$ cat config.mk
export PLATFORM = sky130hd
export DESIGN_NAME = ring_order_lock_handoff
export DESIGN_NICKNAME = d
export VERILOG_FILES = /design/src/hdl/rolh_pkg.sv /design/src/hdl/rolh_ctrl.sv /design/src/hdl/rolh_datapath.sv /design/src/hdl/ring_order_lock_handoff.sv
export SDC_FILE = /design/constraint.sdc
export NUM_CORES = 1
export LEC_CHECK = 0
export BUFFER_PORTS_ARGS = -buffer_cell sky130_fd_sc_hd__buf_2
export CORE_ASPECT_RATIO = 0.75
export CORE_MARGIN = 4
export CORE_UTILIZATION = 23
export CTS_CLUSTER_DIAMETER = 100
export DETAILED_ROUTE_END_ITERATION = 10
export PLACE_DENSITY_LB_ADDON = 0.05
export SETUP_SLACK_MARGIN = 0.02
export SLEW_MARGIN = 10
export SYNTH_ARGS = -nofsm -noshare
export SYNTH_HDL_FRONTEND = slang
export SYNTH_HIERARCHICAL = 1
export SYNTH_SLANG_ARGS = --single-unit
$ cat constraint.sdc
create_clock -name clk -period 6.6 [get_ports clk]
set_input_delay 1.32 -clock clk [delete_from_list [all_inputs] [get_ports clk]]
set_output_delay 1.32 -clock clk [all_outputs]
set_load 0.01 [all_outputs]
$ cat src/hdl/rolh_pkg.sv
// ----------------------------------------------------------------------------
// rolh_pkg: shared definitions for the ring order lock handoff block
// Ring geometry, routing tables, command and outcome codes, and the
// command bundle from the controller to the datapath.
// ----------------------------------------------------------------------------
package rolh_pkg;

	localparam int NUM_CORES = 64;
	localparam int RING_SIZE = 64;
	localparam int POS_W     = 6;
	localparam int CNT_W     = 7;
	localparam int CMD_W     = 2;
	localparam int OUT_W     = 3;
	localparam int GRP_N     = 8;
	localparam int GRP_W     = 3;
	localparam int GRP_SIZE  = RING_SIZE / GRP_N;

	// largest usable ring count; also the reset value of active_cores
	localparam int MAX_RING = (NUM_CORES < RING_SIZE) ? NUM_CORES : RING_SIZE;

	typedef enum logic [CMD_W-1:0] {
		CMD_ACQUIRE = 2'd0,
		CMD_TRY     = 2'd1,
		CMD_RELEASE = 2'd2
	} cmd_code_t;

	localparam logic [OUT_W-1:0] OUT_GRANTED = 3'd0;
	localparam logic [OUT_W-1:0] OUT_QUEUED  = 3'd1;
	localparam logic [OUT_W-1:0] OUT_BUSY    = 3'd2;
	localparam logic [OUT_W-1:0] OUT_FREED   = 3'd3;
	localparam logic [OUT_W-1:0] OUT_HANDOFF = 3'd4;

	// ring position -> core
	localparam logic [POS_W-1:0] RING_ROM [RING_SIZE] = '{
		6'd0,  6'd1,  6'd2,  6'd3,  6'd32, 6'd33, 6'd34, 6'd35,
		6'd4,  6'd5,  6'd6,  6'd7,  6'd36, 6'd37, 6'd38, 6'd39,
		6'd8,  6'd9,  6'd10, 6'd11, 6'd40, 6'd41, 6'd42, 6'd43,
		6'd12, 6'd13, 6'd14, 6'd15, 6'd44, 6'd45, 6'd46, 6'd47,
		6'd24, 6'd25, 6'd26, 6'd27, 6'd56, 6'd57, 6'd58, 6'd59,
		6'd28, 6'd29, 6'd30, 6'd31, 6'd60, 6'd61, 6'd62, 6'd63,
		6'd16, 6'd17, 6'd18, 6'd19, 6'd48, 6'd49, 6'd50, 6'd51,
		6'd20, 6'd21, 6'd22, 6'd23, 6'd52, 6'd53, 6'd54, 6'd55
	};

	// core -> ring position (inverse of RING_ROM)
	localparam logic [POS_W-1:0] RING_INV [RING_SIZE] = '{
		6'd0,  6'd1,  6'd2,  6'd3,  6'd8,  6'd9,  6'd10, 6'd11,
		6'd16, 6'd17, 6'd18, 6'd19, 6'd24, 6'd25, 6'd26, 6'd27,
		6'd48, 6'd49, 6'd50, 6'd51, 6'd56, 6'd57, 6'd58, 6'd59,
		6'd32, 6'd33, 6'd34, 6'd35, 6'd40, 6'd41, 6'd42, 6'd43,
		6'd4,  6'd5,  6'd6,  6'd7,  6'd12, 6'd13, 6'd14, 6'd15,
		6'd20, 6'd21, 6'd22, 6'd23, 6'd28, 6'd29, 6'd30, 6'd31,
		6'd52, 6'd53, 6'd54, 6'd55, 6'd60, 6'd61, 6'd62, 6'd63,
		6'd36, 6'd37, 6'd38, 6'd39, 6'd44, 6'd45, 6'd46, 6'd47
	};

	typedef struct packed {
		logic load;         // capture request fields and ring count
		logic find_pos;     // look up ring position
		logic scan_groups;  // per-group first-waiter search
		logic commit;       // pick winner, update lock state, load result
	} rolh_cmd_t;

	// clamp the programmed count into 1..MAX_RING
	function automatic logic [CNT_W-1:0] ring_count(input logic [CNT_W-1:0] cores);
		logic [CNT_W-1:0] n;
		n = cores;
		if (n == '0)
			n = CNT_W'(1);
		else if (n > CNT_W'(MAX_RING))
			n = CNT_W'(MAX_RING);
		return n;
	endfunction

endpackage

$ cat src/hdl/rolh_ctrl.sv
// ----------------------------------------------------------------------------
// rolh_ctrl: request sequencer
// Walks one request through position lookup, group scan and commit, and
// owns the result valid flag of the output register.
// ----------------------------------------------------------------------------
module rolh_ctrl (
	input  logic                clk,
	input  logic                arst_n,
	input  logic                in_valid,
	output logic                in_stall,
	output logic                out_valid,
	input  logic                out_stall,
	output rolh_pkg::rolh_cmd_t ctl
);
	import rolh_pkg::*;

	typedef enum logic [1:0] {
		ST_IDLE,
		ST_POS,
		ST_GRP,
		ST_FIN
	} state_t;

	state_t state_q;
	logic   out_valid_q;
	logic   out_free;

	assign out_free  = !out_valid_q || !out_stall;
	assign in_stall  = (state_q != ST_IDLE);
	assign out_valid = out_valid_q;

	always_comb begin
		ctl.load        = (state_q == ST_IDLE) && in_valid;
		ctl.find_pos    = (state_q == ST_POS);
		ctl.scan_groups = (state_q == ST_GRP);
		ctl.commit      = (state_q == ST_FIN) && out_free;
	end

	always_ff @(posedge clk or negedge arst_n) begin
		if (!arst_n) begin
			state_q     <= ST_IDLE;
			out_valid_q <= 1'b0;
		end else begin
			// load a committed result, or drop the one taken downstream
			if ((state_q == ST_FIN) && out_free)
				out_valid_q <= 1'b1;
			else if (out_valid_q && !out_stall)
				out_valid_q <= 1'b0;
			case (state_q)
				ST_IDLE: begin
					if (in_valid)
						state_q <= ST_POS;
				end
				ST_POS: begin
					state_q <= ST_GRP;
				end
				ST_GRP: begin
					state_q <= ST_FIN;
				end
				ST_FIN: begin
					// hold until the output register frees up
					if (out_free)
						state_q <= ST_IDLE;
				end
				default: begin
					state_q <= ST_IDLE;
				end
			endcase
		end
	end

endmodule

$ cat src/hdl/rolh_datapath.sv
// ----------------------------------------------------------------------------
// rolh_datapath: lock state, wait flags and handoff search
// Holds the active core count, lock bit and per-position wait flags, and
// finds the next waiter after the releaser through a two-level search.
// ----------------------------------------------------------------------------
module rolh_datapath (
	input  logic                             clk,
	input  logic                             arst_n,
	input  rolh_pkg::rolh_cmd_t              ctl,
	input  logic                             cfg_we,
	input  logic [rolh_pkg::CNT_W-1:0]       cfg_data,
	input  logic [rolh_pkg::CMD_W-1:0]       command,
	input  logic [rolh_pkg::POS_W-1:0]       core_id,
	output logic [rolh_pkg::OUT_W-1:0]       outcome,
	output logic [rolh_pkg::POS_W-1:0]       new_owner
);
	import rolh_pkg::*;

	logic [CNT_W-1:0]     active_cores_q;
	logic                 lock_held_q;
	logic [RING_SIZE-1:0] flags_q;

	logic [CMD_W-1:0]     cmd_q;
	logic [POS_W-1:0]     core_q;
	logic [CNT_W-1:0]     n_q;
	logic [POS_W-1:0]     pos_q;
	logic [POS_W-1:0]     pos_d;

	logic [RING_SIZE-1:0] hi_vec;
	logic [RING_SIZE-1:0] lo_vec;
	logic [GRP_N-1:0]     hi_any_d, lo_any_d, hi_any_q, lo_any_q;
	logic [GRP_W-1:0]     hi_idx_d [GRP_N];
	logic [GRP_W-1:0]     lo_idx_d [GRP_N];
	logic [GRP_W-1:0]     hi_idx_q [GRP_N];
	logic [GRP_W-1:0]     lo_idx_q [GRP_N];

	logic                 win_found;
	logic [POS_W-1:0]     win_idx;

	logic [OUT_W-1:0]     outcome_d, outcome_q;
	logic [POS_W-1:0]     owner_d, owner_q;
	logic                 lock_d;
	logic                 flag_wr;
	logic                 flag_val;
	logic [POS_W-1:0]     flag_idx;

	assign outcome   = outcome_q;
	assign new_owner = owner_q;

	// a core mapped outside the active ring takes position 0
	always_comb begin
		pos_d = RING_INV[core_q];
		if ({1'b0, pos_d} >= n_q)
			pos_d = '0;
	end

	// eligible waiters after and before the releaser, inside the active ring
	always_comb begin
		for (int q = 0; q < RING_SIZE; q++) begin
			hi_vec[q] = flags_q[q] && (CNT_W'(q) < n_q) && (POS_W'(q) > pos_q);
			lo_vec[q] = flags_q[q] && (CNT_W'(q) < n_q) && (POS_W'(q) < pos_q);
		end
	end

	// first set bit of each group, lowest index wins
	always_comb begin
		for (int g = 0; g < GRP_N; g++) begin
			hi_any_d[g] = 1'b0;
			lo_any_d[g] = 1'b0;
			hi_idx_d[g] = '0;
			lo_idx_d[g] = '0;
			for (int b = GRP_SIZE - 1; b >= 0; b--) begin
				if (hi_vec[g * GRP_SIZE + b]) begin
					hi_any_d[g] = 1'b1;
					hi_idx_d[g] = GRP_W'(b);
				end
				if (lo_vec[g * GRP_SIZE + b]) begin
					lo_any_d[g] = 1'b1;
					lo_idx_d[g] = GRP_W'(b);
				end
			end
		end
	end

	// positions after the releaser come first, then wrap to the low ones
	always_comb begin
		win_found = 1'b0;
		win_idx   = '0;
		if (|hi_any_q) begin
			win_found = 1'b1;
			for (int g = GRP_N - 1; g >= 0; g--) begin
				if (hi_any_q[g])
					win_idx = {GRP_W'(g), hi_idx_q[g]};
			end
		end else if (|lo_any_q) begin
			win_found = 1'b1;
			for (int g = GRP_N - 1; g >= 0; g--) begin
				if (lo_any_q[g])
					win_idx = {GRP_W'(g), lo_idx_q[g]};
			end
		end
	end

	always_comb begin
		outcome_d = OUT_BUSY;
		owner_d   = '0;
		lock_d    = lock_held_q;
		flag_wr   = 1'b0;
		flag_val  = 1'b0;
		flag_idx  = pos_q;
		case (cmd_q)
			CMD_ACQUIRE: begin
				flag_wr = 1'b1;
				if (!lock_held_q) begin
					lock_d    = 1'b1;
					outcome_d = OUT_GRANTED;
					owner_d   = core_q;
				end else begin
					flag_val  = 1'b1;
					outcome_d = OUT_QUEUED;
				end
			end
			CMD_TRY: begin
				if (!lock_held_q) begin
					lock_d    = 1'b1;
					outcome_d = OUT_GRANTED;
					owner_d   = core_q;
				end
			end
			CMD_RELEASE: begin
				if (win_found) begin
					flag_wr   = 1'b1;
					flag_idx  = win_idx;
					lock_d    = 1'b1;
					outcome_d = OUT_HANDOFF;
					owner_d   = RING_ROM[win_idx];
				end else begin
					lock_d    = 1'b0;
					outcome_d = OUT_FREED;
				end
			end
			default: begin
			end
		endcase
	end

	always_ff @(posedge clk or negedge arst_n) begin
		if (!arst_n) begin
			active_cores_q <= CNT_W'(MAX_RING);
			lock_held_q    <= 1'b0;
			flags_q        <= '0;
		end else begin
			if (cfg_we)
				active_cores_q <= cfg_data;
			if (ctl.commit) begin
				lock_held_q <= lock_d;
				if (flag_wr)
					flags_q[flag_idx] <= flag_val;
			end
		end
	end

	always_ff @(posedge clk) begin
		if (ctl.load) begin
			cmd_q  <= command;
			core_q <= core_id;
			n_q    <= ring_count(active_cores_q);
		end
		if (ctl.find_pos)
			pos_q <= pos_d;
		if (ctl.scan_groups) begin
			hi_any_q <= hi_any_d;
			lo_any_q <= lo_any_d;
			hi_idx_q <= hi_idx_d;
			lo_idx_q <= lo_idx_d;
		end
		if (ctl.commit) begin
			outcome_q <= outcome_d;
			owner_q   <= owner_d;
		end
	end

endmodule

$ cat src/hdl/ring_order_lock_handoff.sv
// ----------------------------------------------------------------------------
// ring_order_lock_handoff: lock manager with ring-order handoff
// One lock shared by up to 64 cores; releases hand the lock to the next
// waiting core in ring order after the releaser.
// ----------------------------------------------------------------------------
//
//  channel  handshake            payload
//  -------  -------------------  ---------------------------
//  in       in_valid / in_stall  command, core_id
//  out      out_valid/out_stall  outcome, new_owner
//  cfg      cfg_valid/cfg_ready  cfg_data (active_cores)
//
//  A request passes from acceptance to its result in the output register
//  through capture, ring position lookup, per-group waiter scan and commit.
//  The sequencer handles one request at a time; the next is taken once
//  the current one commits, even while its result still waits downstream.
//  A commit holds while the output register is full and stalled.
//  Reset frees the lock, clears all wait flags and sets active_cores to 64.
//
module ring_order_lock_handoff (
	input  logic                         clk,
	input  logic                         arst_n,
	input  logic                         in_valid,
	output logic                         in_stall,
	input  logic [rolh_pkg::CMD_W-1:0]   command,
	input  logic [rolh_pkg::POS_W-1:0]   core_id,
	output logic                         out_valid,
	input  logic                         out_stall,
	output logic [rolh_pkg::OUT_W-1:0]   outcome,
	output logic [rolh_pkg::POS_W-1:0]   new_owner,
	input  logic                         cfg_valid,
	output logic                         cfg_ready,
	input  logic [rolh_pkg::CNT_W-1:0]   cfg_data
);
	import rolh_pkg::*;

	rolh_cmd_t ctl;

	assign cfg_ready = 1'b1;

	rolh_ctrl u_ctrl (
		.clk       (clk),
		.arst_n    (arst_n),
		.in_valid  (in_valid),
		.in_stall  (in_stall),
		.out_valid (out_valid),
		.out_stall (out_stall),
		.ctl       (ctl)
	);

	rolh_datapath u_datapath (
		.clk       (clk),
		.arst_n    (arst_n),
		.ctl       (ctl),
		.cfg_we    (cfg_valid && cfg_ready),
		.cfg_data  (cfg_data),
		.command   (command),
		.core_id   (core_id),
		.outcome   (outcome),
		.new_owner (new_owner)
	);

	// an accepted request blocks the input until it commits
	assert property (@(posedge clk) disable iff (!arst_n)
		(in_valid && !in_stall) |=> in_stall)
		else $error("input not blocked after request accepted");

	// a fresh result must trace back to an accepted request
	assert property (@(posedge clk) disable iff (!arst_n)
		$rose(out_valid) |-> $past(in_valid && !in_stall, 4))
		else $error("result without matching request");

	// only grants and handoffs name an owner
	assert property (@(posedge clk) disable iff (!arst_n)
		(out_valid && (outcome == OUT_QUEUED || outcome == OUT_BUSY ||
			outcome == OUT_FREED)) |-> (new_owner == '0))
		else $error("owner reported on non-grant outcome");

endmodule
==> metrics.yaml <==
status: "completed"
remaining_drc_errors: 0
synthAdderAreaFrac_pct: 1.29
avgViaCountPerCell: 5.26
gp_congestion: 0.853
final_net_count: 1168
finalPower_uw: 4460
ys_warn_count: 6
p_int_uw: 2460
hold_path_class: "reg -> reg"
reg2regPathDepth: 7
drive_gt1_share_pct: 15.6
fp.dieArea_sq_um: 49800
required_ns: 6.94
start_kind: "register"
relSlewSlack_pct: 24.5
ctsHtreeMaxLevel: 4
pin_count: 32
multi_input_area_sq_um: 5560
power_frac_comb_pct: 38.6
p_sw_share_pct: 45.0
rsz0062_at_grt: "no"
p_clk_share_pct: 22.1
die_h_microns: 194
wl_per_cell_microns: 25.5
grt_max_degree: 68
worstSkewPairLatency_ns: 0.45
crit_end: "u_datapath/flags_q[61]$_DFFE_PN0P_"
setup_violations: 0
portBuffers: 30
vias: 9145
synth_edf_count: 94
finalSetupTns_ns: 0
critPathLaunch: "u_datapath/hi_any_q[2]$_SDFFCE_PP1P_"
synth_top_family_by_area: "simple AND/OR/NAND/NOR gates"
critPathKind: "reg -> reg"
root_buffer: "clkbuf_16"
syn_avg_cell_area_sq_um: 9.30
seqPwrFrac_pct: 39.3
leakage_uw: 0.00457
dp_hpwl_microns: 34400
numCtsBuffers: 17
r2r_setup_slack_ns: 2.82
syn_area_sq_um: 10600
drtAntennaViolNets: 0
hold_violations: 0
post_cts_resize_count: 0
period_needed_ns: 3.78
cts_tree: "yes"
finalWirelength_microns: 44300
synth_compound_area_share_pct: 20.7
holdBufCountCts: 0
worst_slew_pin_slew_ns: 1.13
timing.rr.end: "u_datapath/flags_q[61]$_DFFE_PN0P_"
gr-total-overflow: 0
r2r-start: "u_datapath/hi_any_q[2]$_SDFFCE_PP1P_"
cp.arrival_ns: 4.12
worst_ir_drop_vdd_uv: 162
grt_pass1_vias: 8755
ys_seq_elements: 169
rows: 67
syn_inst: 1144
maxCapViolCount: 0
grt_usage_pct: 17.5
die_w_microns: 256
synth_ff_type: "edfxtp_1"
antenna_found_initial: 2
critPathCaptureType: "register"
clkSinkCount: 169
fmax_mhz: 265
path_clk_slew_ns: 0.07
synth_xor_area_share_pct: 0.0823
fill_cells: 4810
power_density_nw_per_um2: 374
stdcell_area_sq_um: 11900
drt_iter0_drc: 898
slew_violations: 0
ys_seq_area_share_pct: 44.2
syn_nets: 1175
core_area_sq_um: 45200
post-cts-setup-buffers: 0
drt_first_pass_iters: 6
switchingPower_uw: 2010
clockBufferDepth: 2
muxShareOfSynthArea_pct: 7.97
initial_core_util_pct: 23.5
finClkSkew_ns: 0.0127
yosysUniqueCellTypes: 78
async_reset_ff_share_pct: 44.4
finalCritPeriodShare_pct: 57.2
crit_fanout: 10
synth-simple-area-share_pct: 22.0
seqCellArea_sq_um: 4700
postPlaceCellArea_sq_um: 11400
area_delta_synth_final_pct: 12.3
grt_pass1_wl_microns: 63700
sequential cells by signal, summed over array words and instances, names as in the netlist, 2 cells and up:
| name | count |
|---|---|
| u_datapath/cmd_q | 2 |
| u_datapath/pos_q | 6 |
| u_datapath/new_owner | 6 |
| u_datapath/lo_any_q | 8 |
| u_datapath/active_cores_q | 7 |
| u_datapath/core_q | 6 |
| u_datapath/lo_idx_q | 24 |
| u_datapath/n_q | 7 |
| u_datapath/hi_any_q | 8 |
| u_datapath/outcome | 3 |
| u_datapath/flags_q | 64 |
| u_ctrl/state_q | 2 |
| u_datapath/hi_idx_q | 24 |
worst max-delay path: stages (launching register included):
cell and delay, ns:
edfxtp_1 0.53, or4_4 0.61, nor2_4 0.17, nand3b_2 0.25
o311ai_1 0.75, o211ai_1 0.62, nor3_1 0.37, mux2_2 0.36
cells by family (layout without fill, tap and decap cells):
| kind of cell | Yosys count | count (layout) |
|---|---|---|
| fa+ha+maj | 11 | 11 |
| buf+inv | 102 | 108 |
| other cells | 1 | 2 |
| xor+xnor | 1 | 1 |
| simple gates | 448 | 448 |
| compound gates | 337 | 337 |
| flops | 169 | 169 |
| mux | 75 | 75 |
layout make-up:
cell class / instances / area share, %
antenna: 1 / 0.0209
sequential: 169 / 39.3
clock buffer: 18 / 3.68
multi-input combinational: 873 / 46.6
clock inverter: 14 / 0.943
inverter: 27 / 0.848
timing repair buffer: 49 / 2.47
tap: 586 / 6.14
synthesized netlist by cell type (15+ instances only):
master     n  area (sq um)
a21boi_0  16           120
nor2_1    98           368
nand3_1   33           165
nor2b_1   25           156
clkbuf_1  60           225
a21oi_1   89           445
nor3b_1   19           143
o211ai_1  33           248
edfxtp_1  94          2820
nand2_1   99           372
nor3_1    56           280
a21o_1    15           113
mux2_2    51           574
nand2b_1  22           138
mux2_1    20           225
o21ai_0   77           385
inv_1     25          93.8
dfrtp_1   74          1850
routing by layer:
layer | routed length, microns | up-vias | track usage, %
met3 | 1870 | 19 | 2.31
met2 | 18500 | 246 | 25.4
met5 | 0 | - | 0
met1 | 23600 | 4631 | 27.8
li1 | - | 4249 | -
met4 | 300 | 0 | 2.70
placed cells by master, fill, tap and decap left out, drive strengths merged, types with 15 or more instances in the layout:
cell and count:
edfxtp 94, a21o 15, nor3 64, nand2 99
mux2 72, nor2b 25, o21ai 78, nor2 99
a21boi 16, o211ai 33, clkbuf 18, a21oi 89
buf 49, inv 32, nor3b 19, dfrtp 74
nand3 34, nand2b 22
how the worst min path moves through the flow:
stage                                                   from                                  to  slack, ns  cells past startpoint
after CTS                 u_datapath/flags_q[20]$_DFFE_PN0P_  u_datapath/flags_q[20]$_DFFE_PN0P_       0.52                      1
after global routing      u_datapath/flags_q[24]$_DFFE_PN0P_  u_datapath/flags_q[24]$_DFFE_PN0P_       0.53                      1
final                     u_datapath/flags_q[28]$_DFFE_PN0P_  u_datapath/flags_q[28]$_DFFE_PN0P_       0.51                      1
after global placement    u_datapath/flags_q[44]$_DFFE_PN0P_  u_datapath/flags_q[44]$_DFFE_PN0P_       0.49                      1
after detailed placement  u_datapath/flags_q[20]$_DFFE_PN0P_  u_datapath/flags_q[20]$_DFFE_PN0P_       0.50                      1
after floorplan           u_datapath/flags_q[25]$_DFFE_PN0P_  u_datapath/flags_q[25]$_DFFE_PN0P_       0.45                      1
power by group through the flow:
| stage | Clock [uW] | Sequential (uW) | Combinational (uW) |
|---|---|---|---|
| finish | 985 | 1760 | 1720 |
| global route | 1070 | 1790 | 1860 |
| CTS | 1030 | 1760 | 1710 |
| detailed placement | 0 | 1780 | 1710 |
| global placement | 0 | 1780 | 1740 |
| floorplan | 0 | 1600 | 1110 |
metrics by stage:
step	std cells	setup slack [ns]	hold WS (ns)	util, %
4_1_cts	1736	2.84	0.518	26.4
6_report	1737	2.82	0.514	26.4
5_1_grt	1736	2.63	0.533	26.4
2_1_floorplan	1144	2.88	0.449	-
3_5_place_dp	1704	2.86	0.500	25.2
3_3_place_gp	1704	2.88	0.491	25.2
(Power assumes the default switching activity.)
